[src/sv/fir_lc_pkg.sv]
`default_nettype none

package fir_lc_pkg;

    // field widths of the channels
    localparam int DATA_W = 16;
    localparam int IDX_W  = 4;
    localparam int RES_W  = 35;

    // default filter length
    localparam int TAPS_DEFAULT = 12;

    // radix-16 digits of the sample word, least significant first
    localparam int DIGIT_W   = 4;
    localparam int N_DIGITS  = DATA_W / DIGIT_W;
    localparam int DIG_SEL_W = $clog2(N_DIGITS);
    localparam logic [DIG_SEL_W-1:0] DIG_LAST = DIG_SEL_W'(N_DIGITS - 1);

    // operation codes
    localparam logic OP_LOAD   = 1'b0;
    localparam logic OP_SAMPLE = 1'b1;

    typedef logic signed [DATA_W-1:0] t_sample;
    typedef logic signed [RES_W-1:0]  t_result;

    // control of the digit-serial multiply-accumulate unit
    typedef struct packed {
        logic                 en;
        logic                 clr;
        logic [DIG_SEL_W-1:0] digit;
    } t_mac_ctrl;

endpackage

`default_nettype wire

[src/sv/fir_lc_if.sv]
`default_nettype none

interface fir_lc_in_if;
    import fir_lc_pkg::*;

    logic                     valid;
    logic                     ready;
    logic                     operation;
    logic [IDX_W-1:0]         tap_index;
    logic signed [DATA_W-1:0] value;
    logic                     last_sample;

    modport source (output valid, operation, tap_index, value, last_sample, input ready);
    modport sink   (input valid, operation, tap_index, value, last_sample, output ready);
endinterface

interface fir_lc_out_if;
    import fir_lc_pkg::*;

    logic                    valid;
    logic                    ready;
    logic signed [RES_W-1:0] result_value;
    logic                    last_of_run;

    modport source (output valid, result_value, last_of_run, input ready);
    modport sink   (input valid, result_value, last_of_run, output ready);
endinterface

`default_nettype wire

[src/sv/fir_lc_mac.sv]
`default_nettype none

module fir_lc_mac (
    input  logic                          i_clk,
    input  fir_lc_pkg::t_mac_ctrl         i_ctrl,
    input  fir_lc_pkg::t_sample           i_coef,
    input  fir_lc_pkg::t_sample           i_sample,
    output fir_lc_pkg::t_result           o_acc
);
    import fir_lc_pkg::*;

    localparam int SH_W = $clog2(RES_W);

    logic [DIGIT_W-1:0]             dig_raw;
    logic signed [DIGIT_W:0]        dig;
    logic signed [DATA_W+DIGIT_W:0] pp;
    t_result                        pp_ext;
    t_result                        pp_sh;
    logic [SH_W-1:0]                shamt;
    t_result                        r_acc;
    t_result                        n_acc;

    // top digit carries the sign of the sample
    always_comb begin
        dig_raw = i_sample[i_ctrl.digit * DIGIT_W +: DIGIT_W];
        dig     = {(i_ctrl.digit == DIG_LAST) ? dig_raw[DIGIT_W-1] : 1'b0, dig_raw};
        pp      = i_coef * dig;
        pp_ext  = RES_W'(pp);
        shamt   = SH_W'(i_ctrl.digit * DIGIT_W);
        pp_sh   = pp_ext << shamt;
        n_acc   = (i_ctrl.clr ? t_result'('0) : r_acc) + pp_sh;
    end

    always_ff @(posedge i_clk) begin
        if (i_ctrl.en) begin
            r_acc <= n_acc;
        end
    end

    assign o_acc = r_acc;

endmodule

`default_nettype wire

[src/sv/fir_linear_convolution_core.sv]
// a sample transaction passes the fetch, multiply-accumulate and output states before its result shows
// a new sample is not taken until the previous run is over; the run is paced by the radix-16 multiply-accumulate
//   (four digits per tap, one shared unit) and waits while the output stalls; each tail output repeats the pass
// a coefficient load gives no result
// reset (synchronous, active low) clears the coefficient valid bits, the delay line and all control
`default_nettype none

module fir_linear_convolution_core #(
    parameter int TAPS = fir_lc_pkg::TAPS_DEFAULT
) (
    input  logic                 i_clk,
    input  logic                 i_rst_n,
    fir_lc_in_if.sink            i_in,
    fir_lc_out_if.source         o_out
);
    import fir_lc_pkg::*;

    // address and counter widths follow the filter length
    localparam int AW = (TAPS > 1) ? $clog2(TAPS) : 1;
    localparam int CW = AW + DIG_SEL_W;
    localparam logic [CW-1:0] CNT_LAST  = CW'(N_DIGITS * TAPS - 1);
    localparam logic [AW-1:0] ADDR_LAST = AW'(TAPS - 1);
    localparam logic [AW-1:0] TAIL_N    = AW'(TAPS - 1);

    typedef enum logic [1:0] {
        S_IDLE,
        S_FETCH,
        S_MAC,
        S_OUT
    } t_state;

    t_state          r_state;
    logic [CW-1:0]   r_cnt;
    logic [AW-1:0]   r_tail;
    logic            r_last;
    logic [AW-1:0]   r_rd_addr;
    logic            r_out_vld;
    t_result         r_out_val;
    logic            r_out_last;

    // coefficient memory with a valid bit per entry, so reset reads as zero
    t_sample         coef_mem [TAPS];
    logic [TAPS-1:0] r_coef_vld;
    t_sample         r_coef;

    // sample window: entry 0 is the current sample, the rest is the delay line
    t_sample         r_win [TAPS];
    t_sample         n_win [TAPS];

    logic            in_fire;
    logic            smp_fire;
    logic            wr_en;
    logic [AW-1:0]   wr_addr;
    logic            rd_en;
    logic            out_free;
    logic            tail_more;
    logic            run_end;
    logic            win_clr;
    logic            win_shift;
    logic            win_rot;
    t_sample         shift_val;
    t_mac_ctrl       mac_ctrl;
    t_result         mac_acc;

    // input handshake: items are taken only between outputs
    assign i_in.ready = (r_state == S_IDLE);
    assign in_fire    = i_in.valid && (r_state == S_IDLE);
    assign smp_fire   = in_fire && (i_in.operation == OP_SAMPLE);

    // loads beyond the table are dropped
    assign wr_en   = in_fire && (i_in.operation == OP_LOAD) && (int'(i_in.tap_index) < TAPS);
    assign wr_addr = AW'(i_in.tap_index);

    // coefficient 0 is fetched in the fetch state, the next one on the last digit of each tap
    assign rd_en = (r_state == S_FETCH)
                || ((r_state == S_MAC) && (r_cnt[DIG_SEL_W-1:0] == DIG_LAST));

    // output register frees up in the same cycle it is taken
    assign out_free  = !r_out_vld || o_out.ready;
    assign tail_more = r_last && (r_tail != '0);
    assign run_end   = (r_state == S_OUT) && out_free && !tail_more;

    // window control: new sample in, zero in for a tail tick, rotate once per tap, clear at the end of a last run
    assign win_clr   = run_end && r_last;
    assign win_shift = smp_fire || ((r_state == S_OUT) && out_free && tail_more);
    assign win_rot   = (r_state == S_MAC) && (r_cnt[DIG_SEL_W-1:0] == DIG_LAST);
    assign shift_val = smp_fire ? t_sample'(i_in.value) : t_sample'('0);

    always_comb begin
        n_win = r_win;
        priority if (win_clr) begin
            n_win = '{default: '0};
        end else if (win_shift) begin
            for (int i = TAPS - 1; i > 0; i--) begin
                n_win[i] = r_win[i-1];
            end
            n_win[0] = shift_val;
        end else if (win_rot) begin
            for (int i = 0; i < TAPS - 1; i++) begin
                n_win[i] = r_win[i+1];
            end
            n_win[TAPS-1] = r_win[0];
        end else begin
            n_win = r_win;
        end
    end

    always_ff @(posedge i_clk) begin
        if (!i_rst_n) begin
            r_win <= '{default: '0};
        end else begin
            r_win <= n_win;
        end
    end

    // coefficient store
    always_ff @(posedge i_clk) begin
        if (wr_en) begin
            coef_mem[wr_addr] <= t_sample'(i_in.value);
        end
        if (rd_en) begin
            r_coef <= r_coef_vld[r_rd_addr] ? coef_mem[r_rd_addr] : t_sample'('0);
        end
    end

    always_ff @(posedge i_clk) begin
        if (!i_rst_n) begin
            r_coef_vld <= '0;
        end else if (wr_en) begin
            r_coef_vld[wr_addr] <= 1'b1;
        end
    end

    // digit-serial multiply-accumulate, cleared on the first digit of tap 0
    always_comb begin
        mac_ctrl.en    = (r_state == S_MAC);
        mac_ctrl.clr   = (r_cnt == '0);
        mac_ctrl.digit = r_cnt[DIG_SEL_W-1:0];
    end

    fir_lc_mac u_mac (
        .i_clk    (i_clk),
        .i_ctrl   (mac_ctrl),
        .i_coef   (r_coef),
        .i_sample (r_win[0]),
        .o_acc    (mac_acc)
    );

    // sequencer and output register
    always_ff @(posedge i_clk) begin
        if (!i_rst_n) begin
            r_state    <= S_IDLE;
            r_cnt      <= '0;
            r_tail     <= '0;
            r_last     <= 1'b0;
            r_rd_addr  <= '0;
            r_out_vld  <= 1'b0;
            r_out_last <= 1'b0;
        end else begin
            // drop the taken output unless a new one is loaded this cycle
            if (o_out.ready && !((r_state == S_OUT) && out_free)) begin
                r_out_vld <= 1'b0;
            end
            if (rd_en) begin
                r_rd_addr <= (r_rd_addr == ADDR_LAST) ? '0 : r_rd_addr + 1'b1;
            end
            unique case (r_state)
                S_IDLE: begin
                    if (smp_fire) begin
                        r_state   <= S_FETCH;
                        r_rd_addr <= '0;
                        r_last    <= i_in.last_sample;
                        r_tail    <= TAIL_N;
                    end
                end
                S_FETCH: begin
                    r_state <= S_MAC;
                    r_cnt   <= '0;
                end
                S_MAC: begin
                    r_cnt <= r_cnt + 1'b1;
                    if (r_cnt == CNT_LAST) begin
                        r_state <= S_OUT;
                    end
                end
                S_OUT: begin
                    if (out_free) begin
                        r_out_vld  <= 1'b1;
                        r_out_val  <= mac_acc;
                        r_out_last <= r_last && (r_tail == '0);
                        if (tail_more) begin
                            // coefficient 0 is already fetched after the wrap
                            r_tail  <= r_tail - 1'b1;
                            r_cnt   <= '0;
                            r_state <= S_MAC;
                        end else begin
                            r_state <= S_IDLE;
                        end
                    end
                end
                default: begin
                    r_state <= S_IDLE;
                end
            endcase
        end
    end

    assign o_out.valid        = r_out_vld;
    assign o_out.result_value = r_out_val;
    assign o_out.last_of_run  = r_out_last;

endmodule

`default_nettype wire
[src/flat_wrapper.sv]
// flat-port wrapper written by rule: the top's interface ports become plain ports
module fir_linear_convolution_core_flat import fir_lc_pkg::*;
#(
    parameter int TAPS = fir_lc_pkg::TAPS_DEFAULT
)
  (i_clk, i_rst_n, i_in_valid, i_in_operation, i_in_tap_index, i_in_value, i_in_last_sample, i_in_ready, o_out_valid, o_out_result_value, o_out_last_of_run, o_out_ready);
  fir_lc_in_if i_in_i ();
  fir_lc_out_if o_out_i ();
  input  logic i_clk;
  input  logic i_rst_n;
  input wire logic [$bits(i_in_i.valid)-1:0] i_in_valid;
  input wire logic [$bits(i_in_i.operation)-1:0] i_in_operation;
  input wire logic [$bits(i_in_i.tap_index)-1:0] i_in_tap_index;
  input wire logic [$bits(i_in_i.value)-1:0] i_in_value;
  input wire logic [$bits(i_in_i.last_sample)-1:0] i_in_last_sample;
  output wire logic [$bits(i_in_i.ready)-1:0] i_in_ready;
  output wire logic [$bits(o_out_i.valid)-1:0] o_out_valid;
  output wire logic [$bits(o_out_i.result_value)-1:0] o_out_result_value;
  output wire logic [$bits(o_out_i.last_of_run)-1:0] o_out_last_of_run;
  input wire logic [$bits(o_out_i.ready)-1:0] o_out_ready;
  assign i_in_i.valid = i_in_valid;
  assign i_in_i.operation = i_in_operation;
  assign i_in_i.tap_index = i_in_tap_index;
  assign i_in_i.value = i_in_value;
  assign i_in_i.last_sample = i_in_last_sample;
  assign i_in_ready = i_in_i.ready;
  assign o_out_valid = o_out_i.valid;
  assign o_out_result_value = o_out_i.result_value;
  assign o_out_last_of_run = o_out_i.last_of_run;
  assign o_out_i.ready = o_out_ready;
  fir_linear_convolution_core #(.TAPS(TAPS)) u_core (.i_clk(i_clk), .i_rst_n(i_rst_n), .i_in(i_in_i), .o_out(o_out_i));
endmodule
[config.mk]
export PLATFORM = sky130hd
export DESIGN_NAME = fir_linear_convolution_core_flat
export DESIGN_NICKNAME = d
export VERILOG_FILES = /design/src/sv/fir_lc_pkg.sv /design/src/sv/fir_lc_if.sv /design/src/sv/fir_lc_mac.sv /design/src/sv/fir_linear_convolution_core.sv /design/src/flat_wrapper.sv
export SDC_FILE = /design/constraint.sdc
export NUM_CORES = 1
export LEC_CHECK = 0
export BUFFER_PORTS_ARGS = -buffer_cell sky130_fd_sc_hd__clkbuf_2
export CORE_MARGIN = 10
export CORE_UTILIZATION = 55
export CTS_CLUSTER_DIAMETER = 50
export CTS_CLUSTER_SIZE = 8
export DETAILED_ROUTE_END_ITERATION = 12
export HOLD_SLACK_MARGIN = 0.02
export PLACE_DENSITY = 0.72
export RECOVER_POWER = 50
export SYNTH_ARGS = -nofsm -noshare
export SYNTH_HDL_FRONTEND = slang
export SYNTH_SLANG_ARGS = --single-unit
[constraint.sdc]
create_clock -name i_clk -period 8.33 [get_ports i_clk]
set_input_delay 0.833 -clock i_clk [delete_from_list [all_inputs] [get_ports i_clk]]
set_output_delay 0.833 -clock i_clk [all_outputs]
set_load 0.02 [all_outputs]
# == Word-level counts from Yosys, hierarchy flattened ==
# Memory sizes are Yosys's and may differ from the RTL's. A register that Yosys moved wholly into a read port is not among the register bits.
# Cells that the tools add are included.
# word_totals
n_memories,1
word_cells,111
mem_bits_rw,192
in_bits,26
ff_bits,293
out_inout_bits,38
# mem_list
name,words,width,rd,rd_ports_with_merged_regs,wr,line,rtl
u_core.coef_mem,12,16,1,1,1,fir_linear_convolution_core.sv:42,t_sample coef_mem [TAPS];
# classes
n_bitwise,3
n_reduce_logical,34
mux,30
shifts,2
mul,1
addsub,4
n_eq_ne,10
n_lt_le_gt_ge,4
# op_table
cell,count
$mux W192,2
$add A35 B35 Y35,1
$mux W35,1
$shl A35 B4 Y35,1
$mux W4,7
$mul A16 B5 Y21,1
$pmux W6 S3,1
$mux W16,1
$shiftx A16 B5 Y4,1
$logic_and A1 B1 Y1,13
$mux W6,2
$or A12 B12 Y12,1
$lt A4 B5 Y1 const B,2
$reduce_and A3 Y1,3
$mux W1,8
$mux W2,4
$pmux W2 S4,1
$pmux W4 S2,1
$add A6 B1 Y6 const B,1
$eq A2 B2 Y1 const B,3
$eq A6 B6 Y1 const B,1
$logic_not A6 Y1,1
$ne A2 B1 Y1 const B,3
$add A4 B1 Y4 const B,1
other kinds (19),27

# == Depth between registers and ports, before layout ==
# depth
word_depth,8
depth_mapped,27
ltp_nobuf,25

# == Cells and area by module ==
# From an unflattened synthesis, not the netlist that was laid out.
# hier_totals
hier_cells,2415
area_unflattened_um2,25325.5
# by_module_without_submodules
mod,cells_per_inst,area_per_inst_um2,seq_area_each_um2,instances
fir_linear_convolution_core,1618,18665.4,11761.3,1
fir_lc_mac,797,6660.1,1051.0,1

# == Worst setup path after synthesis ==
# Ideal clock, no wire load.
# synth_timing
path_kind,reg-to-reg
startpoint,register u_core.r_cnt[0]
endpoint,"register u_core.u_mac.r_acc[24] (netlist: u_core.u_mac.o_acc[24]), data pin"
arrival_ns,6.931
path_buffers,3
setup_slack_ns,1.138
synth_period_minus_slack_ns,7.192
required_time_ns,8.069
setup_time_ns,0.261
path_stages_with_launch,28
path_cell_list,dfxtp_1 -> clkbuf_1 -> mux4_2 -> nand2_1 -> clkbuf_1 -> nor2_1 -> fa_1 -> fa_1 -> inv_1 -> fa_1 -> inv_1 -> ha_1 -> o21ai_0 -> o21bai_1 -> a2111oi_0 -> nor3_1 -> xor2_1 -> mux2i_1 -> o22ai_1 -> ha_1 -> buf_2 -> nand3_2 -> or3_1 -> a21oi_2 -> o31ai_2 -> a211oi_4 -> a2111oi_0 -> a311o_1
# synth_between
elab_chain_cells,5
word_cells_on_any_way,8
classes_between,add/sub: 1; mul: 1; eq/ne: 1; shift: 2; mux: 2; reduce/logical: 1
# synth_lines
element,line,rtl
from (decl),fir_linear_convolution_core.sv:33,logic [CW-1:0] r_cnt;
from (signal assigned),fir_linear_convolution_core.sv:181,r_cnt <= r_cnt + 1'b1;
$shiftx A16 B5 Y4 or $eq A2 B2 Y1 (tied branches),"fir_lc_mac.sv:25, fir_lc_mac.sv:26",
$mux W1,fir_lc_mac.sv:26,"dig = {(i_ctrl.digit == DIG_LAST) ? dig_raw[DIGIT_W-1] : 1'b0, dig_raw};"
$mul A16 B5 Y21,fir_lc_mac.sv:27,pp = i_coef * dig;
$shl A35 B4 Y35,fir_lc_mac.sv:30,pp_sh = pp_ext << shamt;
$add A35 B35 Y35 *,fir_lc_mac.sv:31,n_acc = (i_ctrl.clr ? t_result'('0) : r_acc) + pp_sh;
via u_core.u_mac.n_acc[24],fir_lc_mac.sv:21,t_result n_acc;
to (signal assigned),fir_lc_mac.sv:36,r_acc <= n_acc;
to (decl),fir_lc_mac.sv:20,t_result r_acc;
# Mark *: on every way through the listed nets, which the timed path passes. The rest lies on a longest branch.
# A chain may end at the register's enable or synchronous reset.

# == Worst setup path in the final report ==
# layout_timing
startpoint,register u_core.r_cnt[0]
endpoint,"register u_core.u_mac.r_acc[30] (netlist: u_core.u_mac.o_acc[30]), data pin"
# Same word-level chain as after synthesis.

==> impl_metrics.csv <==
group,metric,value,unit
sta,finalHoldViolCount,0,
synth,synth_commonest_cells,"edfxtp_1 (278), nand2_1 (260), a21oi_1 (242)",
sta,fin_crit_sh,93.8,%
placement,finalWeightedCongestion,0.977,
sta,max_freq,0.128,GHz
sta,setup_slack,0.520,ns
sta,rsz0062_at_grt,"no",
clock_network,path_clk_slew,0.05,ns
setup_path,crit_fanout,17,
synth,yosysMostFrequentCell,"edfxtp_1",
sta,relSlewSlack,-60.1,%
routing,drc,0,
setup_path,arrival,8.14,ns
final_layout,drive_gt1_share,8.62,%
run,timing.max_cap.violations,2,
setup_path,crit_chain,"mux4_2 > nand2_1 > buf_4 > nor2_1 > fa_1 > fa_1 > inv_1 > fa_1 > inv_1 > ha_1 > o21ai_0 > nor3_2 > o21a_1 > a211oi_1 > xor2_1 > o221ai_1 > ha_1 > nand4_4 > nor3_1 > o311ai_1 > nand3_1 > a21boi_0 > o21ai_0 > xor2_1",
setup_path,critPathBufInv,3,
synth,synth_top_area_share,33.7,%
synth,netlist_top_cells_area,"edfxtp_1 (34%), dfxtp_1 (18%), a22oi_1 (5.4%), mux4_2 (5.0%), a21oi_1 (4.9%)",
die,die_h,232,um
synth,synthFlopType,"edfxtp_1",
die,die_w,232,um
clock_network,cts_root_buf,"clkbuf_16",
grt,grt_pass1_vias,17600,
synth,netlist_area,24700,um^2
placement,numPortBuffers,63,
grt,grt_pass1_wl,92.3,mm
routing,postRouteAntennaNets,0,
setup_path,cp_top_family,"adder cells",
routing,drt-vias-per-instance,6.08,
power,p_per_area,223,nW/um^2
setup_path,path_class,"flip-flop to flip-flop",
worst_hold_path,min_path_type,"flip-flop to flip-flop",
die,initial_core_util,55.8,%
synth,syn-num-nets,2402,
synth,yosysWarnings,0,
grt,overflow,0,
setup_path,cp_slowest_cell,"mux4_2",
setup_path,cp_data_required_time,8.66,ns
synth,synth.distinct_cells,78,
sta,setup_tns,0,ns
placement,dp_slack,0.561,ns
clock_network,cts-buffers-inserted,74,
synth,synth_cells,2249,
sta,slew_viol_final,76,
grt,antenna_found_initial,1,
synth,async_flop_share,0,%
die,floorplan.die_area,53900,um^2
synth,synth_edf_count,278,
clock_network,clk_path_buf_depth,3,
final_layout,area_growth,11.1,%
setup_path,cp-end-kind,"flip-flop",
power,vdd_drop_max,0.134,mV
routing,first_iter_violations,1718,
routing,vias,17700,
routing,wl_per_cell,19.8,um
sta,max_slew.worst_pin.slew,2.40,ns
grt,grt_start_max_net_pins,111,
setup_path,cp-start-kind,"flip-flop",
placement,dpl.hpwl,37.2,mm
clock_network,clock_latency,0.59,ns
run_status,violations,"max-capacitance violations, max-slew violations",
clock_network,htreeDepth,3,
grt,grt.total_usage,21.2,%
die,io_pins,64,
synth,syn_avg_cell_area,11.0,um^2
sta,finClkSkew,0.0210,ns
setup_path,path_common_cell,"fa_1",
setup_path,slowest_delay,0.72,ns
power,leakage,9.77,nW
sta,min_period,7.81,ns
synth,seq_area_frac_synth,51.8,%
routing,firstDrtPassIters,7,
final_layout,antennaDiodeCount,0,
final_layout,num-nets-final,2428,
final_layout,utilization,62.0,%
routing,routed_wirelength,57.6,mm
die,core-area,44300,um^2
final_layout,fillerInstances,3499,
die,rows,77,
clock_network,tritoncts,"done",
run_status,status,"finished, violations left",
sta,finalSetupViolCount,0,
clock_network,cts.sinks,501,
synth,synth-seq-cells,501,
synth,synth.largest_area_cell,"edfxtp_1",
clock_network,hold_buffers,0,
layout by cell type (no fill, tap or decap), types with 8 or more instances in the layout:
| cell | count |
|---|---|
| a21o_1 | 18 |
| a21oi_1 | 242 |
| a22oi_1 | 179 |
| and2_1 | 65 |
| and3_1 | 11 |
| buf_4 | 20 |
| clkbuf_1 | 97 |
| clkbuf_16 | 76 |
| clkbuf_2 | 9 |
| dfxtp_1 | 221 |
| edfxtp_1 | 278 |
| fa_1 | 51 |
| ha_1 | 76 |
| inv_1 | 114 |
| mux2i_1 | 33 |
| mux4_2 | 55 |
| nand2_1 | 258 |
| nand2b_1 | 9 |
| nand3_1 | 22 |
| nor2_1 | 99 |
| nor2b_1 | 43 |
| nor3_1 | 57 |
| o211a_1 | 20 |
| o21a_1 | 20 |
| o21ai_0 | 54 |
| o21bai_1 | 8 |
| xnor2_1 | 32 |
| xor2_1 | 14 |
state kept, by name, indices dropped and copies added (netlist names), 6 cells and up:
register and cells:
u_core.u_mac.o_acc 35, u_core.r_win 192, u_core.coef_mem 192, u_core.r_cnt 6
u_core.r_coef 16, u_core.r_coef_vld 12, u_core.o_out.result_value 35
metrics by stage:
stage / hold slack [ns] / power [mW] / area, um^2 / instances
2_1_floorplan: 0.418 / 3.28 / 24700 / 2249
3_3_place_gp: 0.423 / 3.43 / 25400 / 2791
3_5_place_dp: 0.429 / 3.45 / 25400 / 2791
4_1_cts: 0.436 / 6.17 / 27600 / 2913
5_1_grt: 0.453 / 6.37 / 27500 / 2913
6_report: 0.437 / 6.13 / 27500 / 2913
cell families (layout without fill, tap and decap cells):
logic type / after synthesis / after routing / synth area share, %
xor+xnor: 47 / 47 / 1.69
fa+ha+maj: 127 / 127 / 7.97
mux: 89 / 89 / 6.39
buf+inv: 256 / 328 / 4.20
compound gates: 625 / 625 / 16.5
simple gates: 604 / 604 / 11.5
flops: 501 / 501 / 51.8
routing by layer:
metal	vias to the layer above	global-route usage [%]	wire length (um)
li1	8265	-	-
met1	8780	27.1	24600
met2	549	35.5	28100
met3	105	3.42	3240
met4	2	8.45	1680
met5	-	0	13
what timing repair did:
action                                  4_1_cts  5_1_grt
endpoints found under the setup margin        0        2
setup buffers                                 0        0
gates resized for setup                       0        1
worst paths after layout:
path	startpoint	to	slack, ns	cells past startpoint
max	u_core.r_cnt[0]	u_core.u_mac.o_acc[30]	0.52	24
min	u_core.u_mac.o_acc[5]	u_core.o_out.result_value[5]	0.44	0
max reg2reg	u_core.r_cnt[0]	u_core.u_mac.o_acc[30]	0.52	24
min reg2reg	u_core.u_mac.o_acc[5]	u_core.o_out.result_value[5]	0.44	0
area by class of cell:
| cell class | count | area, um^2 | area share (%) |
|---|---|---|---|
| clock buffer | 113 | 2040 | 7.43 |
| inverter | 117 | 439 | 1.60 |
| sequential | 501 | 12800 | 46.6 |
| tap | 592 | 741 | 2.70 |
| clock inverter | 9 | 88.8 | 0.323 |
| multi-input combinational | 1492 | 10900 | 39.8 |
| timing repair buffer | 89 | 420 | 1.53 |
where the power goes:
| part | total, mW | leakage, nW | internal (mW) | switching (mW) |
|---|---|---|---|---|
| Clock | 2.72 | 1.02 | 1.68 | 1.04 |
| Combinational | 0.700 | 4.42 | 0.241 | 0.459 |
| Sequential | 2.71 | 4.33 | 2.67 | 0.0346 |
Power figures use the tool's default switching activity.
